### src/rtl/core/assert_macros.svh
// assertion macros shared by the rational arithmetic unit modules
// every module that uses them has ports named clock and reset
`ifndef ASSERT_MACROS_SVH
`define ASSERT_MACROS_SVH

// condition in the same cycle
`define RAU_ASSERT_IMP(label, pre, post, msg) \
   label: assert property (@(posedge clock) disable iff (reset) (pre) |-> (post)) \
      else $error(msg);

// condition in the next cycle
`define RAU_ASSERT_NXT(label, pre, post, msg) \
   label: assert property (@(posedge clock) disable iff (reset) (pre) |=> (post)) \
      else $error(msg);

`endif

### src/rtl/core/rau_pkg.sv
// rational arithmetic unit package: field widths, command and status codes,
// transaction structs and the unit status struct; no dependencies
`timescale 1ns / 1ps

package rau_pkg;

   localparam int WORD_BITS_DEFAULT = 32;
   localparam int CMD_BITS          = 3;
   localparam int FIELD_BITS        = 32;
   localparam int DEN_BITS          = 31;
   localparam int STATUS_BITS       = 2;

   // operation codes
   localparam logic [CMD_BITS-1:0] CMD_ADD = 3'd0;
   localparam logic [CMD_BITS-1:0] CMD_SUB = 3'd1;
   localparam logic [CMD_BITS-1:0] CMD_MUL = 3'd2;
   localparam logic [CMD_BITS-1:0] CMD_DIV = 3'd3;
   localparam logic [CMD_BITS-1:0] CMD_CMP = 3'd4;

   // status codes
   localparam logic [STATUS_BITS-1:0] STATUS_OK       = 2'd0;
   localparam logic [STATUS_BITS-1:0] STATUS_ZERO_DEN = 2'd1;
   localparam logic [STATUS_BITS-1:0] STATUS_OVERFLOW = 2'd2;

   typedef struct packed {
      logic [CMD_BITS-1:0]          cmd;
      logic signed [FIELD_BITS-1:0] a_num;
      logic signed [FIELD_BITS-1:0] a_den;
      logic signed [FIELD_BITS-1:0] b_num;
      logic signed [FIELD_BITS-1:0] b_den;
   } req_type;

   typedef struct packed {
      logic signed [FIELD_BITS-1:0] res_num;
      logic [DEN_BITS-1:0]          res_den;
      logic                         less;
      logic                         equal;
      logic [STATUS_BITS-1:0]       status;
   } rsp_type;

   // status of an iterative unit toward the sequencer
   typedef struct packed {
      logic busy;
      logic done;
   } unit_status_type;

endpackage

### src/rtl/core/rau_mul.sv
// shared multiplier of the rational arithmetic unit: one product per cycle,
// registered output; depends on rau_pkg
`timescale 1ns / 1ps

module rau_mul #(
   parameter int WORD_BITS = rau_pkg::WORD_BITS_DEFAULT
) (
   input  logic                     clock,
   input  logic [WORD_BITS-1:0]     op_a,
   input  logic [WORD_BITS-1:0]     op_b,
   output logic [2*WORD_BITS-1:0]   product
);

   localparam int DW = 2 * WORD_BITS;

   logic [DW-1:0] product_ff;
   logic [DW-1:0] product_in;

   // unsigned magnitude product
   assign product_in = DW'(op_a) * DW'(op_b);

   always_ff @(posedge clock) begin
      product_ff <= product_in;
   end

   assign product = product_ff;

endmodule

### config.mk
export PLATFORM = sky130hd
export DESIGN_NAME = rau_mul
export DESIGN_NICKNAME = d
export VERILOG_FILES = /design/src/rtl/core/assert_macros.svh /design/src/rtl/core/rau_pkg.sv /design/src/rtl/core/rau_mul.sv
export SDC_FILE = /design/constraint.sdc
export NUM_CORES = 2
export LEC_CHECK = 0
export ABC_CLOCK_PERIOD_IN_PS = 13940
export BUFFER_PORTS_ARGS = -buffer_cell sky130_fd_sc_hd__buf_2
export CAP_MARGIN = 0
export CORE_ASPECT_RATIO = 0.7
export CORE_MARGIN = 2
export CORE_UTILIZATION = 65
export DETAILED_ROUTE_END_ITERATION = 10
export PLACE_DENSITY = 0.81
export SYNTH_ARGS = -nofsm -noshare
export SYNTH_HDL_FRONTEND = slang
export SYNTH_SLANG_ARGS = --single-unit
export TNS_END_PERCENT = 100
### constraint.sdc
create_clock -name clock -period 13.94 [get_ports clock]
set_clock_uncertainty 0.15 [all_clocks]
set_input_delay 2.091 -clock clock [delete_from_list [all_inputs] [get_ports clock]]
set_output_delay 2.091 -clock clock [all_outputs]
set_load 0.02 [all_outputs]
==> run metrics <==
status finished, final reports clean; remaining max-slew budget at the tightest pin 38.0%; global-route layer with the greatest usage met1; HPWL after detailed placement 77.3 mm; Final Setup Violations 0; clock sink count 64; number of cells produced by synthesis 3758; routed length per instance 22.0 um; number of port buffers 128; Starting DRT DRC Count 2388; Crit Path Class input port to flip-flop; setup slack at placement 3.77 ns; H-tree levels 3; 1st-pass router iterations 6; gp weighted congestion 0.965; count of pins on the block boundary 129; setup total negative slack 0 ns; setup repair after global routing missed its margin false; capturing element type of the critical path flip-flop; Slew Viols, Final 0; hold buffer count at CTS 0; register bit count reported by yosys 64; antenna violations before repair 3; number of setup buffers added after CTS 0; share of the cycle needed by the critical path after routing 72.2%; CTS resizes 0; global-route met3 utilization 20.2%; average cell area after synthesis 9.21 um^2; sequential fraction of the synthesis area 3.70%; post-detailed-route DRC marker count 0; number of enable flip-flop cells after synthesis 0; fin nets 4899; number of flip-flops under the largest register name 64; most common cell after layout, fill and taps aside fa_1; maximum clock insertion buffer count 2; core area 52500 um^2; Clk Tree Root Cell clkbuf_16; Startpoint Class input port; pin count of the biggest net entering global routing 33; met2 usage in global routing 49.0%; TritonCTS clock tree built; number of warning messages in the yosys log 0; layout cell share with drive strength beyond 1 4.32%; proportion of netlist area held by the largest area contributor 51.8%; post-layout util 67.9%; clock edge transition at the registers on the reported setup and hold paths 0.06 ns; Net Count, Synth 4982; async set-or-reset flop fraction in the synthesized netlist 0%; first-pass GRT wire length 154 mm; final global-route overflow total 0; top_reg_cell synth dfxtp_1; worst hold path cell count 3; area growth from synthesis to layout 2.90%; final hold violation count 0; Cell Rows 70; Die X-Extent 280 um; number of global-route vias before repair 27100; area of the multi-input gates 29200 um^2; clock buffer count from CTS 9; footprint of the flip-flops and latches 1280 um^2; start point of the critical path op_a[17]; area of the die 55200 um^2; Avg Vias per Cell 5.79; last element of the critical path product[62]$_DFF_P_; distinct cell type count of the synthesized netlist 56; commonest non-fill, non-tap cells in the layout 896 x fa_1, 863 x inv_1, 603 x and2_1; biggest area consumer among synthesized cells fa_1; overall fraction of global-route tracks in use 37.3%; required time reported for the critical path endpoint 14.09 ns; shortest clock period the worst path allows after layout 10.06 ns; Detail Route Antenna Nets 0; maximum fanout count along the critical path 32; netlist area before placement 34600 um^2; starting density of the core 66.0%; Via Count 25300; Fill cells 4055; Final WS setup 3.88 ns; cells taking the most area after synthesis fa_1 52%, and2_1 11%, ha_1 9.5%; transition time of the tightest slew-check pin 0.930 ns; maximum operating frequency 99.4 MHz; die boundary height 197 um; met1 track utilization from global routing 54.6%; total wirelength of the detailed-routed design 96.0 mm; data arrival time at the worst-slack endpoint 10.22 ns; max-capacitance violation count 0; type of the tightest min-delay check input port to flip-flop
## critical path, stage by stage
cell and delay [ns]:
buf_2 0.66, nand2_1 0.17, fa_1 0.54, fa_1 0.55, inv_1 0.05, fa_1 0.48, fa_1 0.67, fa_1 0.50
fa_1 0.50, fa_1 0.57, inv_1 0.07, fa_1 0.50, inv_1 0.05, ha_1 0.45, nand4_1 0.24, or4_1 0.46
or3_1 0.35, a31oi_1 0.52, a31o_2 0.30, a211oi_1 0.13, o21ai_1 0.18, xor2_1 0.15
## logic make-up after synthesis
logic type      synth area share, %
fa+ha+maj                      61.3
xor+xnor                       1.49
mux                          0.0289
compound gates                 3.92
simple gates                   17.7
flops                          3.70
buf+inv                        11.9
## area by class of cell
class                      count  area share, %
multi-input combinational   2604           82.1
inverter                     863           9.09
sequential                    64           3.60
tap                          684           2.40
timing repair buffer         133           1.90
clock buffer                  11          0.709
clock inverter                 4          0.214
antenna                        3         0.0211
## through the flow
stage / std cells / hold WS, ns / instance area (um^2)
floorplan: 3758 / 2.07 / 34600
global placement: 4348 / 2.36 / 35300
detailed placement: 4348 / 2.36 / 35300
CTS: 4363 / 2.14 / 35600
global route: 4366 / 2.18 / 35600
finish: 4366 / 2.16 / 35600
## how the worst min path moves through the flow
stage | start | end | slack [ns]
3_5_place_dp | product[41]$_DFF_P_ | product[41] | 2.36
6_report | op_a[0] | product[0]$_DFF_P_ | 2.16
4_1_cts | op_a[0] | product[0]$_DFF_P_ | 2.14
3_3_place_gp | product[25]$_DFF_P_ | product[25] | 2.36
5_1_grt | op_a[0] | product[0]$_DFF_P_ | 2.18
2_1_floorplan | op_b[0] | product[0]$_DFF_P_ | 2.07
## synth_stat cells (all sizes together), types with 2 or more instances
| cell | instances |
|---|---|
| a31oi | 12 |
| fa | 896 |
| a21oi | 70 |
| nor2 | 21 |
| o221ai | 3 |
| o21bai | 10 |
| clkbuf | 216 |
| and2 | 603 |
| a21boi | 3 |
| a211oi | 4 |
| a21o | 37 |
| ha | 263 |
| o211ai | 3 |
| o31ai | 2 |
| xor2 | 26 |
| a41oi | 2 |
| xnor2 | 33 |
| nand4 | 24 |
| nand2 | 478 |
| or4 | 3 |
| a221oi | 2 |
| o2bb2ai | 2 |
| and3 | 14 |
| a221o | 4 |
| nand2b | 2 |
| nand3 | 12 |
| and3b | 2 |
| inv | 863 |
| or2 | 4 |
| a311oi | 3 |
| o2111ai | 2 |
| dfxtp | 64 |
| o311a | 2 |
| or3 | 5 |
| o21a | 8 |
| o21ai | 30 |
| nor3 | 5 |
| buf | 11 |
| and4 | 4 |
## per-layer routing
layer  share of wire [%]  vias to the layer above
li1                    -                    10700
met3                  19                      126
met5               0.071                        -
met1                  41                    12700
met2                  39                     1778
met4                 1.6                        2
Power is not shown: default switching activity piles up to over one toggle a cycle in this logic, so the estimate is an artifact.
