File: config.mk
export PLATFORM = sky130hd
export DESIGN_NAME = rau_gcd
export DESIGN_NICKNAME = d
export VERILOG_FILES = /design/src/rtl/core/rau_pkg.sv /design/src/rtl/core/rau_gcd.sv
export VERILOG_INCLUDE_DIRS = /design/src /design/src/rtl/core
export SDC_FILE = /design/constraint.sdc
export NUM_CORES = 1
export LEC_CHECK = 0
export BUFFER_PORTS_ARGS = -buffer_cell sky130_fd_sc_hd__buf_2
export CORE_MARGIN = 4
export CORE_UTILIZATION = 52
export CTS_BUF_LIST = sky130_fd_sc_hd__clkbuf_8
export CTS_CLUSTER_SIZE = 20
export DETAILED_ROUTE_END_ITERATION = 10
export PLACE_DENSITY = 0.72
export SLEW_MARGIN = 5
export SYNTH_ARGS = -nofsm -noshare
export SYNTH_HDL_FRONTEND = slang
export SYNTH_SLANG_ARGS = --single-unit
File: constraint.sdc
create_clock -name clock -period 7.75 [get_ports clock]
set_input_delay 0.775 -clock clock [delete_from_list [all_inputs] [get_ports clock]]
set_output_delay 0.775 -clock clock [all_outputs]
set_load 0.02 [all_outputs]
File: src/rtl/core/assert_macros.svh
// assertion macros shared by the rational arithmetic unit modules
// every module that uses them has ports named clock and reset
`ifndef ASSERT_MACROS_SVH
`define ASSERT_MACROS_SVH

// condition in the same cycle
`define RAU_ASSERT_IMP(label, pre, post, msg) \
   label: assert property (@(posedge clock) disable iff (reset) (pre) |-> (post)) \
      else $error(msg);

// condition in the next cycle
`define RAU_ASSERT_NXT(label, pre, post, msg) \
   label: assert property (@(posedge clock) disable iff (reset) (pre) |=> (post)) \
      else $error(msg);

`endif

File: src/rtl/core/rau_pkg.sv
// rational arithmetic unit package: field widths, command and status codes,
// transaction structs and the unit status struct; no dependencies
`timescale 1ns / 1ps

package rau_pkg;

   localparam int WORD_BITS_DEFAULT = 32;
   localparam int CMD_BITS          = 3;
   localparam int FIELD_BITS        = 32;
   localparam int DEN_BITS          = 31;
   localparam int STATUS_BITS       = 2;

   // operation codes
   localparam logic [CMD_BITS-1:0] CMD_ADD = 3'd0;
   localparam logic [CMD_BITS-1:0] CMD_SUB = 3'd1;
   localparam logic [CMD_BITS-1:0] CMD_MUL = 3'd2;
   localparam logic [CMD_BITS-1:0] CMD_DIV = 3'd3;
   localparam logic [CMD_BITS-1:0] CMD_CMP = 3'd4;

   // status codes
   localparam logic [STATUS_BITS-1:0] STATUS_OK       = 2'd0;
   localparam logic [STATUS_BITS-1:0] STATUS_ZERO_DEN = 2'd1;
   localparam logic [STATUS_BITS-1:0] STATUS_OVERFLOW = 2'd2;

   typedef struct packed {
      logic [CMD_BITS-1:0]          cmd;
      logic signed [FIELD_BITS-1:0] a_num;
      logic signed [FIELD_BITS-1:0] a_den;
      logic signed [FIELD_BITS-1:0] b_num;
      logic signed [FIELD_BITS-1:0] b_den;
   } req_type;

   typedef struct packed {
      logic signed [FIELD_BITS-1:0] res_num;
      logic [DEN_BITS-1:0]          res_den;
      logic                         less;
      logic                         equal;
      logic [STATUS_BITS-1:0]       status;
   } rsp_type;

   // status of an iterative unit toward the sequencer
   typedef struct packed {
      logic busy;
      logic done;
   } unit_status_type;

endpackage

File: src/rtl/core/rau_gcd.sv
// binary gcd unit of the rational arithmetic unit: one shift or subtract
// step per cycle, then restores the common power of two; depends on rau_pkg
`timescale 1ns / 1ps
`include "assert_macros.svh"

module rau_gcd #(
   parameter int WORD_BITS = rau_pkg::WORD_BITS_DEFAULT
) (
   input  logic                     clock,
   input  logic                     reset,
   input  logic                     start,
   input  logic [2*WORD_BITS-1:0]   x,
   input  logic [2*WORD_BITS-1:0]   y,
   output logic [2*WORD_BITS-1:0]   gcd_value,
   output rau_pkg::unit_status_type status
);

   localparam int DW = 2 * WORD_BITS;
   localparam int KW = $clog2(DW);

   typedef enum logic [1:0] {
      ST_IDLE,
      ST_REDUCE,
      ST_RESTORE
   } state_type;

   state_type     state_ff, state_in;
   logic [DW-1:0] u_ff, u_in;
   logic [DW-1:0] v_ff, v_in;
   logic [KW-1:0] k_ff, k_in;

   // step logic
   always_comb begin
      state_in = state_ff;
      u_in     = u_ff;
      v_in     = v_ff;
      k_in     = k_ff;
      case (state_ff)
         ST_IDLE: begin
            if (start) begin
               u_in     = x;
               v_in     = y;
               k_in     = '0;
               state_in = ST_REDUCE;
            end
         end
         ST_REDUCE: begin
            if (u_ff == '0 || v_ff == '0) begin
               u_in     = u_ff | v_ff;
               v_in     = '0;
               state_in = ST_RESTORE;
            end else if (!u_ff[0] && !v_ff[0]) begin
               // common factor of two
               u_in = u_ff >> 1;
               v_in = v_ff >> 1;
               k_in = k_ff + 1'b1;
            end else if (!u_ff[0]) begin
               u_in = u_ff >> 1;
            end else if (!v_ff[0]) begin
               v_in = v_ff >> 1;
            end else if (u_ff >= v_ff) begin
               u_in = u_ff - v_ff;
            end else begin
               v_in = v_ff - u_ff;
            end
         end
         ST_RESTORE: begin
            // shift the common twos back in, one per cycle
            if (k_ff != '0) begin
               u_in = u_ff << 1;
               k_in = k_ff - 1'b1;
            end else begin
               state_in = ST_IDLE;
            end
         end
         default: begin
            state_in = ST_IDLE;
         end
      endcase
   end

   always_ff @(posedge clock) begin
      if (reset) begin
         state_ff <= ST_IDLE;
      end else begin
         state_ff <= state_in;
      end
      u_ff <= u_in;
      v_ff <= v_in;
      k_ff <= k_in;
   end

   assign gcd_value   = u_ff;
   assign status.busy = (state_ff != ST_IDLE);
   assign status.done = (state_ff == ST_RESTORE) && (k_ff == '0);

   // a finished gcd of operands that are not both zero is never zero
   `RAU_ASSERT_IMP(gcd_done_nonzero, status.done, u_ff != '0, "gcd finished with zero")

endmodule

==> results_dict.tcl <==
set metrics [dict create \
    status "complete, no violations" \
    postCtsSetupBuffers 0 \
    cpPeakStageDelay_ns 1.01 \
    yosys-top-cells-count "243 x nor2_1, 217 x a21oi_1, 201 x inv_1, 200 x ha_1, 134 x edfxtp_1" \
    start_kind "flop" \
    drt-total-wl_um 73300 \
    worst_setup_path_end_kind "flop" \
    setup_viol 0 \
    whs_ns 0.463 \
    critical_path_class "flop to flop" \
    cts_max_level 4 \
    gp_congestion 1.10 \
    tightest_slew_ns 1.26 \
    path_clk_slew_ns 0.10 \
    portBuffers 196 \
    drtIter0Drc 2521 \
    drive_gt1_frac 0.162 \
    syn_inst 2063 \
    cts_tree "done" \
    yosysUniqueCellTypes 103 \
    crit_fanout 36 \
    num_vias 18000 \
    fmax_mhz 188 \
    powerDensity_nw_per_um2 282 \
    grt_overflow_total 0 \
    start_util 0.526 \
    ys.flop_type "edfxtp_1" \
    fin_tns_setup_ns 0 \
    first_global_vias 16900 \
    syn_nets 2397 \
    instances_no_fill 2640 \
    design.portCount 197 \
    grt_max_degree 75 \
    syn_area_per_cell_sq_um 8.28 \
    fin_area_sq_um 18500 \
    antenna_found_initial 0 \
    synth.most_common_cell "nor2_1" \
    hp-class "primary input to flop" \
    async_reset_ff_frac 0 \
    timing.slew.headroom 0.155 \
    clk_latency_ns 0.53 \
    finalCritPeriodShare 0.687 \
    cp.required_ns 7.91 \
    root_buffer "clkbuf_8" \
    maxCapViolCount 0 \
    place_hpwl_um 56300 \
    drc_errors 0 \
    clk_path_buf_depth 2 \
    crit_arrival_ns 5.49 \
    post_dp_cell_area_sq_um 18100 \
    skew_ns 0.0222 \
    num_rows 66 \
    core_area_sq_um 32500 \
    avgViaCountPerCell 6.81 \
    crit_slowest_cell "nor4_1" \
    fin_total_pwr_mw 5.23 \
    ys_ff_latch 136 \
    path_cells "nor4_1 -> nand4_1 -> nor4_2 -> nor2_1 -> nand2_1 -> o41a_2 -> buf_4" \
    rsz0062_at_grt "no" \
    track_usage 0.395 \
    dp.cells 2607 \
    n_fill_cell 3046 \
    synth_area_sq_um 17100 \
    finalHoldViolCount 0 \
    synth_top_area_share 0.236 \
    rrSetupSlack_ns 2.42 \
    slew_viol_final 0 \
    ys_seq_area_frac 0.238 \
    die_y_um 189 \
    die_area_sq_um 35800 \
    yosysTopAreaCell "edfxtp_1" \
    numCtsBuffers 17 \
    postCtsHoldBufs 0 \
    ant_nets 0 \
    cts_resized 0 \
    die_w_um 189 \
    wl_per_cell_um 27.8 \
    cts.sinks 136 \
    synth_edf_count 134 \
    layout.nets 2518 \
    yosysWarnings 0 \
    ir_worst_vdd_mv 0.129 \
    seqCellArea_sq_um 4060 \
    firstDrtPassIters 8 \
    multi_input_area_sq_um 11600 \
    synth.area.top_cells "edfxtp_1 24%, ha_1 15%, a21oi_1 6.4%" \
    period_needed_ns 5.33 \
    p_leak_nw 7.64 \
    grt_pass1_wl_um 108000 \
    synthToLayoutAreaGrowth_pct 8.39 \
]
## metrics by stage
| stage | utilization | setup WS, ns |
|---|---|---|
| 2_1_floorplan | - | 3.01 |
| 5_1_grt | 0.571 | 2.48 |
| 3_5_place_dp | 0.558 | 2.72 |
| 6_report | 0.571 | 2.42 |
| 3_3_place_gp | 0.558 | 2.83 |
| 4_1_cts | 0.571 | 2.68 |
## kinds of logic (layout without fill, tap and decap cells)
kind of cell	after synthesis	count (layout)	synth area share
other	0	1	0
buffers and inverters	322	456	0.0850
and+or+nand+nor	553	553	0.164
adders and majority gates	203	203	0.150
xor gates and xnor gates	121	121	0.0620
DFF	136	136	0.238
muxes	4	4	0.00249
AOI/OAI and AO/OA	724	724	0.299
## cell usage in the layout (no fill, tap or decap), types with 13 or more instances in the layout
cell      instances
o21bai_1         33
nor2_1          242
inv_1           201
nand4_1          19
a221o_1          23
a21oi_1         217
inv_2            14
nor2b_1          28
edfxtp_1        134
a22oi_1          45
o221ai_1         56
o31ai_1          49
nand2_1          73
a221oi_1         34
nor4_1           68
nand3_1          20
nor3_1           25
o21ai_0         110
clkbuf_8         17
ha_1            199
buf_4            13
buf_2           196
a221oi_2         16
xnor2_1         114
## sequential cells by signal, indices dropped and copies added, names as in the netlist
signal     count
gcd_value     64
v_ff          64
k_ff           6
state_ff       2
## routing by layer
metal  vias up  GRT usage  share of wire
met1      8627      0.571           0.42
li1       7880          -              -
met4         0      0.165          0.050
met3       196     0.0743           0.12
met5         -          0              0
met2      1279      0.579           0.41
## path summary, 6_finish.rpt
kind                startpoint           to  cells past startpoint
setup / recovery  gcd_value[1]     v_ff[51]                      7
hold / removal           reset  state_ff[1]                      2
setup reg to reg  gcd_value[1]     v_ff[51]                      7
hold reg to reg    state_ff[1]  state_ff[1]                      2
## report_power, final
part	total, mW	leakage, nW	switching [mW]	internal, mW
Clock	0.665	0.201	0.352	0.313
Sequential	1.25	1.34	0.252	0.998
Combinational	3.31	6.10	2.21	1.10
## worst max-delay path: cells and delay by family, from the launching register on
family	cells	cell delay, ns
DFF	1	0.58
and+or+nand+nor	5	2.80
buffers and inverters	1	0.57
AOI/OAI and AO/OA	1	0.97
## layout make-up
| type | count | share of cell area |
|---|---|---|
| clock buffer | 17 | 0.0126 |
| clock inverter | 15 | 0.00865 |
| sequential | 136 | 0.219 |
| timing repair buffer | 209 | 0.0582 |
| inverter | 215 | 0.0436 |
| antenna | 1 | 0.000135 |
| tap | 442 | 0.0299 |
| multi-input combinational | 1605 | 0.627 |
Note: power is estimated with default switching activity, not from simulation.
