===== config.mk =====
export PLATFORM = sky130hd
export DESIGN_NAME = rau_div
export DESIGN_NICKNAME = d
export VERILOG_FILES = /design/src/rtl/core/assert_macros.svh /design/src/rtl/core/rau_pkg.sv /design/src/rtl/core/rau_div.sv
export SDC_FILE = /design/constraint.sdc
export NUM_CORES = 1
export LEC_CHECK = 0
export BUFFER_PORTS_ARGS = -buffer_cell sky130_fd_sc_hd__buf_2
export CAP_MARGIN = 20
export CORE_ASPECT_RATIO = 0.5
export CORE_MARGIN = 2
export CORE_UTILIZATION = 40
export CTS_CLUSTER_DIAMETER = 100
export DETAILED_ROUTE_END_ITERATION = 7
export GPL_TIMING_DRIVEN = 0
export PLACE_DENSITY_LB_ADDON = 0.08
export SLEW_MARGIN = 20
export SYNTH_ARGS = -nofsm -noshare
export SYNTH_HDL_FRONTEND = slang
export SYNTH_SLANG_ARGS = --single-unit

===== constraint.sdc =====
create_clock -name clock -period 11.3 [get_ports clock]
set_clock_uncertainty 0.15 [all_clocks]
set_input_delay 1.13 -clock clock [delete_from_list [all_inputs] [get_ports clock]]
set_output_delay 1.13 -clock clock [all_outputs]
set_load 0.01 [all_outputs]

===== src/rtl/core/assert_macros.svh =====
// assertion macros shared by the rational arithmetic unit modules
// every module that uses them has ports named clock and reset
`ifndef ASSERT_MACROS_SVH
`define ASSERT_MACROS_SVH

// condition in the same cycle
`define RAU_ASSERT_IMP(label, pre, post, msg) \
   label: assert property (@(posedge clock) disable iff (reset) (pre) |-> (post)) \
      else $error(msg);

// condition in the next cycle
`define RAU_ASSERT_NXT(label, pre, post, msg) \
   label: assert property (@(posedge clock) disable iff (reset) (pre) |=> (post)) \
      else $error(msg);

`endif


===== src/rtl/core/rau_pkg.sv =====
// rational arithmetic unit package: field widths, command and status codes,
// transaction structs and the unit status struct; no dependencies
`timescale 1ns / 1ps

package rau_pkg;

   localparam int WORD_BITS_DEFAULT = 32;
   localparam int CMD_BITS          = 3;
   localparam int FIELD_BITS        = 32;
   localparam int DEN_BITS          = 31;
   localparam int STATUS_BITS       = 2;

   // operation codes
   localparam logic [CMD_BITS-1:0] CMD_ADD = 3'd0;
   localparam logic [CMD_BITS-1:0] CMD_SUB = 3'd1;
   localparam logic [CMD_BITS-1:0] CMD_MUL = 3'd2;
   localparam logic [CMD_BITS-1:0] CMD_DIV = 3'd3;
   localparam logic [CMD_BITS-1:0] CMD_CMP = 3'd4;

   // status codes
   localparam logic [STATUS_BITS-1:0] STATUS_OK       = 2'd0;
   localparam logic [STATUS_BITS-1:0] STATUS_ZERO_DEN = 2'd1;
   localparam logic [STATUS_BITS-1:0] STATUS_OVERFLOW = 2'd2;

   typedef struct packed {
      logic [CMD_BITS-1:0]          cmd;
      logic signed [FIELD_BITS-1:0] a_num;
      logic signed [FIELD_BITS-1:0] a_den;
      logic signed [FIELD_BITS-1:0] b_num;
      logic signed [FIELD_BITS-1:0] b_den;
   } req_type;

   typedef struct packed {
      logic signed [FIELD_BITS-1:0] res_num;
      logic [DEN_BITS-1:0]          res_den;
      logic                         less;
      logic                         equal;
      logic [STATUS_BITS-1:0]       status;
   } rsp_type;

   // status of an iterative unit toward the sequencer
   typedef struct packed {
      logic busy;
      logic done;
   } unit_status_type;

endpackage


===== src/rtl/core/rau_div.sv =====
// restoring divider of the rational arithmetic unit: one quotient bit per
// cycle over the double-width word; depends on rau_pkg
`timescale 1ns / 1ps

module rau_div #(
   parameter int WORD_BITS = rau_pkg::WORD_BITS_DEFAULT
) (
   input  logic                     clock,
   input  logic                     reset,
   input  logic                     start,
   input  logic [2*WORD_BITS-1:0]   dividend,
   input  logic [2*WORD_BITS-1:0]   divisor,
   output logic [2*WORD_BITS-1:0]   quotient,
   output rau_pkg::unit_status_type status
);

   localparam int DW = 2 * WORD_BITS;
   localparam int CW = $clog2(DW);

   typedef enum logic [1:0] {
      ST_IDLE,
      ST_RUN,
      ST_FINISH
   } state_type;

   state_type     state_ff, state_in;
   logic [DW-1:0] quo_ff, quo_in;
   logic [DW-1:0] rem_ff, rem_in;
   logic [DW-1:0] dsor_ff, dsor_in;
   logic [CW-1:0] count_ff, count_in;
   logic [DW:0]   trial;

   // trial subtract of the shifted remainder
   assign trial = {rem_ff, quo_ff[DW-1]} - {1'b0, dsor_ff};

   always_comb begin
      state_in = state_ff;
      quo_in   = quo_ff;
      rem_in   = rem_ff;
      dsor_in  = dsor_ff;
      count_in = count_ff;
      case (state_ff)
         ST_IDLE: begin
            if (start) begin
               quo_in   = dividend;
               rem_in   = '0;
               dsor_in  = divisor;
               count_in = '0;
               state_in = ST_RUN;
            end
         end
         ST_RUN: begin
            quo_in   = {quo_ff[DW-2:0], !trial[DW]};
            rem_in   = trial[DW] ? {rem_ff[DW-2:0], quo_ff[DW-1]} : trial[DW-1:0];
            count_in = count_ff + 1'b1;
            if (count_ff == CW'(DW - 1)) begin
               state_in = ST_FINISH;
            end
         end
         ST_FINISH: begin
            state_in = ST_IDLE;
         end
         default: begin
            state_in = ST_IDLE;
         end
      endcase
   end

   always_ff @(posedge clock) begin
      if (reset) begin
         state_ff <= ST_IDLE;
      end else begin
         state_ff <= state_in;
      end
      quo_ff   <= quo_in;
      rem_ff   <= rem_in;
      dsor_ff  <= dsor_in;
      count_ff <= count_in;
   end

   assign quotient    = quo_ff;
   assign status.busy = (state_ff != ST_IDLE);
   assign status.done = (state_ff == ST_FINISH);

endmodule


==> flow_metrics.py <==
metrics = {
    "setup_path": {
        "cp-end-kind": "register",
        "cp_num_cells": 13,
        "cpMostUsedCell": "nand4_1",
        "cp.buffers_inverters": 3,
        "ff2ff_path_depth": 13,
        "worst_setup_path_start_kind": "register",
        "cp_slowest_stage_delay_ns": 0.60,
        "required_ns": 11.46,
        "cpMaxStageDelayCell": "nor2_2",
        "crit_type": "register to register",
        "cp_data_arrival_time_ns": 4.71,
        "crit_family": "simple AND/OR/NAND/NOR gates",
        "crit_path_max_fanout": 10,
        "cp_cell_sequence": "ha_1 > clkbuf_1 > nand4_1 > nor2_1 > nand3_1 > nor3_2 > o2111ai_1 > nand4_1 > xor2_2 > inv_2 > nor2_2 > buf_2 > a22o_1",
    },
    "clock_network": {
        "cts_buffer_depth": 2,
        "root_buffer": "clkbuf_16",
        "ctsHtreeMaxLevel": 4,
        "cts.sinks": 200,
        "cts_made_buffers": 17,
        "post_cts_buffers": 0,
        "hold_buffers": 0,
        "clk_pin_slew_ns": 0.08,
        "clk_latency_ns": 0.46,
        "cts_tree": "built",
        "cts_resized": 0,
    },
    "synth": {
        "ys_warn_count": 0,
        "async_reset_ff_frac": 0,
        "syn_area_um2": 12200,
        "synth_nets": 1467,
        "yosysTopAreaCellShare": 0.487,
        "synth_area_leaders": "edfxtp_1, nand2_1, ha_1, a21oi_1, nor2_1",
        "synth.avg_cell_area_um2": 9.61,
        "synth_enable_flop_cells": 198,
        "ys.flop_type": "edfxtp_1",
        "ys_ff_latch": 200,
        "synth_top_area_cell": "edfxtp_1",
        "synth_cell_types": 73,
        "yosysSeqAreaShare": 0.490,
        "postSynthCellCount": 1270,
    },
    "global_routing": {
        "grt_max_degree": 28,
        "grt_pass1_wl_mm": 54.0,
        "grt_usage": 0.218,
        "antenna_found_initial": 3,
        "gr-total-overflow": 0,
        "grt_pass1_vias": 10200,
    },
    "power": {
        "seq_power_share": 0.398,
        "p_clk_frac": 0.242,
        "swShare": 0.365,
        "power_density_nw_per_um2": 170,
        "p_leak_nw": 6.30,
        "comb_power_share": 0.361,
        "peakVddDrop_mv": 0.112,
        "switchingPower_mw": 0.900,
        "internal_power_mw": 1.57,
    },
    "die": {
        "num_rows": 45,
        "die_x_um": 251,
        "die_h_um": 128,
        "start_util": 0.405,
        "ioPinCount": 197,
        "core-area_um2": 30200,
        "fp.dieArea_um2": 32000,
    },
    "run_status": {
        "status": "finished clean",
    },
    "routing": {
        "post_drt_wl_per_cell_um": 17.9,
        "vias": 10200,
        "drc": 0,
        "drt_wl_total_mm": 34.2,
        "dr.pass1.iters": 5,
        "drt_iter0_markers": 670,
        "routed_via_density": 5.36,
        "final_antenna_net_count": 0,
    },
    "final_layout": {
        "final_common_cell": "nand2_1",
        "final_cell_mix": "nand2_1, buf_2, edfxtp_1, nor2_1, a21oi_1",
        "drive_above_1_share": 0.185,
        "nets": 1691,
        "area_growth_pct": 18.7,
    },
    "sta": {
        "finalHoldViolations": 0,
        "whs_ns": 0.390,
        "drv_slew": 0,
        "tightestPinTransition_ns": 1.16,
        "finalCritPeriodShare": 0.403,
        "tns_ns": 0,
        "timing.final.crit_period_ns": 4.55,
        "finalSetupViolations": 0,
        "fmax_mhz": 220,
        "rsz0062_at_grt": "no",
        "relSlewSlack": 0.214,
    },
    "placement": {
        "gp_congestion": 0.885,
        "io_buffers": 196,
        "hpwl_mm": 26.3,
    },
    "worst_hold_path": {
        "hp-class": "register to register",
        "whs_path_depth": 2,
    },
    "job": {
        "max_cap_violations": 0,
    },
}
## cell families after synthesis
group / share of synthesized area
mux: 0.0255
compound gates: 0.151
fa+ha+maj: 0.0683
simple gates: 0.183
xor+xnor: 0.0358
buf+inv: 0.0467
flops: 0.490
## Yosys cell counts, types with 6 or more instances
master and instances:
inv_1 85, o31ai_1 8, a31oi_1 8, nor2b_1 12, edfxtp_1 198, nor3_1 18
o21a_1 12, o21ai_0 50, nor2_1 92, a22o_1 12, and3_1 7, nand4_1 29
o21ai_1 6, nand2b_1 12, and2_1 12, mux2i_1 30, o21bai_1 11, nand3_1 27
xnor2_1 31, xor2_1 17, a21boi_0 6, nand2_1 259, clkbuf_1 35, or3_1 12
or2_2 6, buf_2 14, a21oi_1 88, a211oi_1 7, ha_1 65, a21o_1 27
## per-layer routing
metal  up-vias  part of all wire  global-route usage
li1       5013                 -                   -
met1      4901              0.47               0.303
met2       273              0.45               0.342
met3        36             0.060              0.0491
met4         2             0.016              0.0627
met5         -           0.00023                   0
## registers in the layout (all words and copies together) (netlist names)
signal	cells
dsor_ff	64
quotient	64
rem_ff	64
count_ff	6
state_ff	2
## power groups by stage
stage / logic [mW] / registers, mW / clock network [mW]
finish: 0.891 / 0.981 / 0.596
global route: 0.990 / 0.992 / 0.638
CTS: 0.887 / 0.982 / 0.614
detailed placement: 0.881 / 0.996 / 0
global placement: 0.854 / 1.02 / 0
floorplan: 0.603 / 1.01 / 0
## final timing paths
kind / startpoint / endpoint / slack (ns)
setup / recovery: rem_ff[41] / rem_ff[51] / 6.75
hold / removal: quotient[29] / quotient[30] / 0.39
setup reg to reg: rem_ff[41] / rem_ff[51] / 6.75
hold reg to reg: quotient[29] / quotient[30] / 0.39
## metrics by stage
stage / instances / instance area, um^2 / util / setup WS [ns] / power (mW)
floorplan: 1270 / 12200 / - / 3.43 / 1.61
global placement: 1865 / 13700 / 0.454 / 0.0632 / 1.87
detailed placement: 1874 / 13900 / 0.462 / 6.89 / 1.88
CTS: 1906 / 14500 / 0.480 / 6.84 / 2.48
global route: 1906 / 14500 / 0.480 / 6.54 / 2.62
finish: 1907 / 14500 / 0.480 / 6.75 / 2.47
## final cells by class
cell class | count | area [um^2]
Buffer | 56 | 248
Antenna cell | 1 | 2.50
Sequential cell | 200 | 5990
Clock buffer | 19 | 433
Fill cell | 2935 | 15700
Multi-Input combinational cell | 928 | 5670
Tap cell | 399 | 499
Inverter | 86 | 323
Timing Repair Buffer | 205 | 1220
Clock inverter | 13 | 110
## worst min-delay path, cell delays in order, from the launching register on
cell and delay [ns]:
edfxtp_1 0.34, nand2_1 0.05, nand2_1 0.05
No activity file was read; power rests on OpenSTA's default activity.
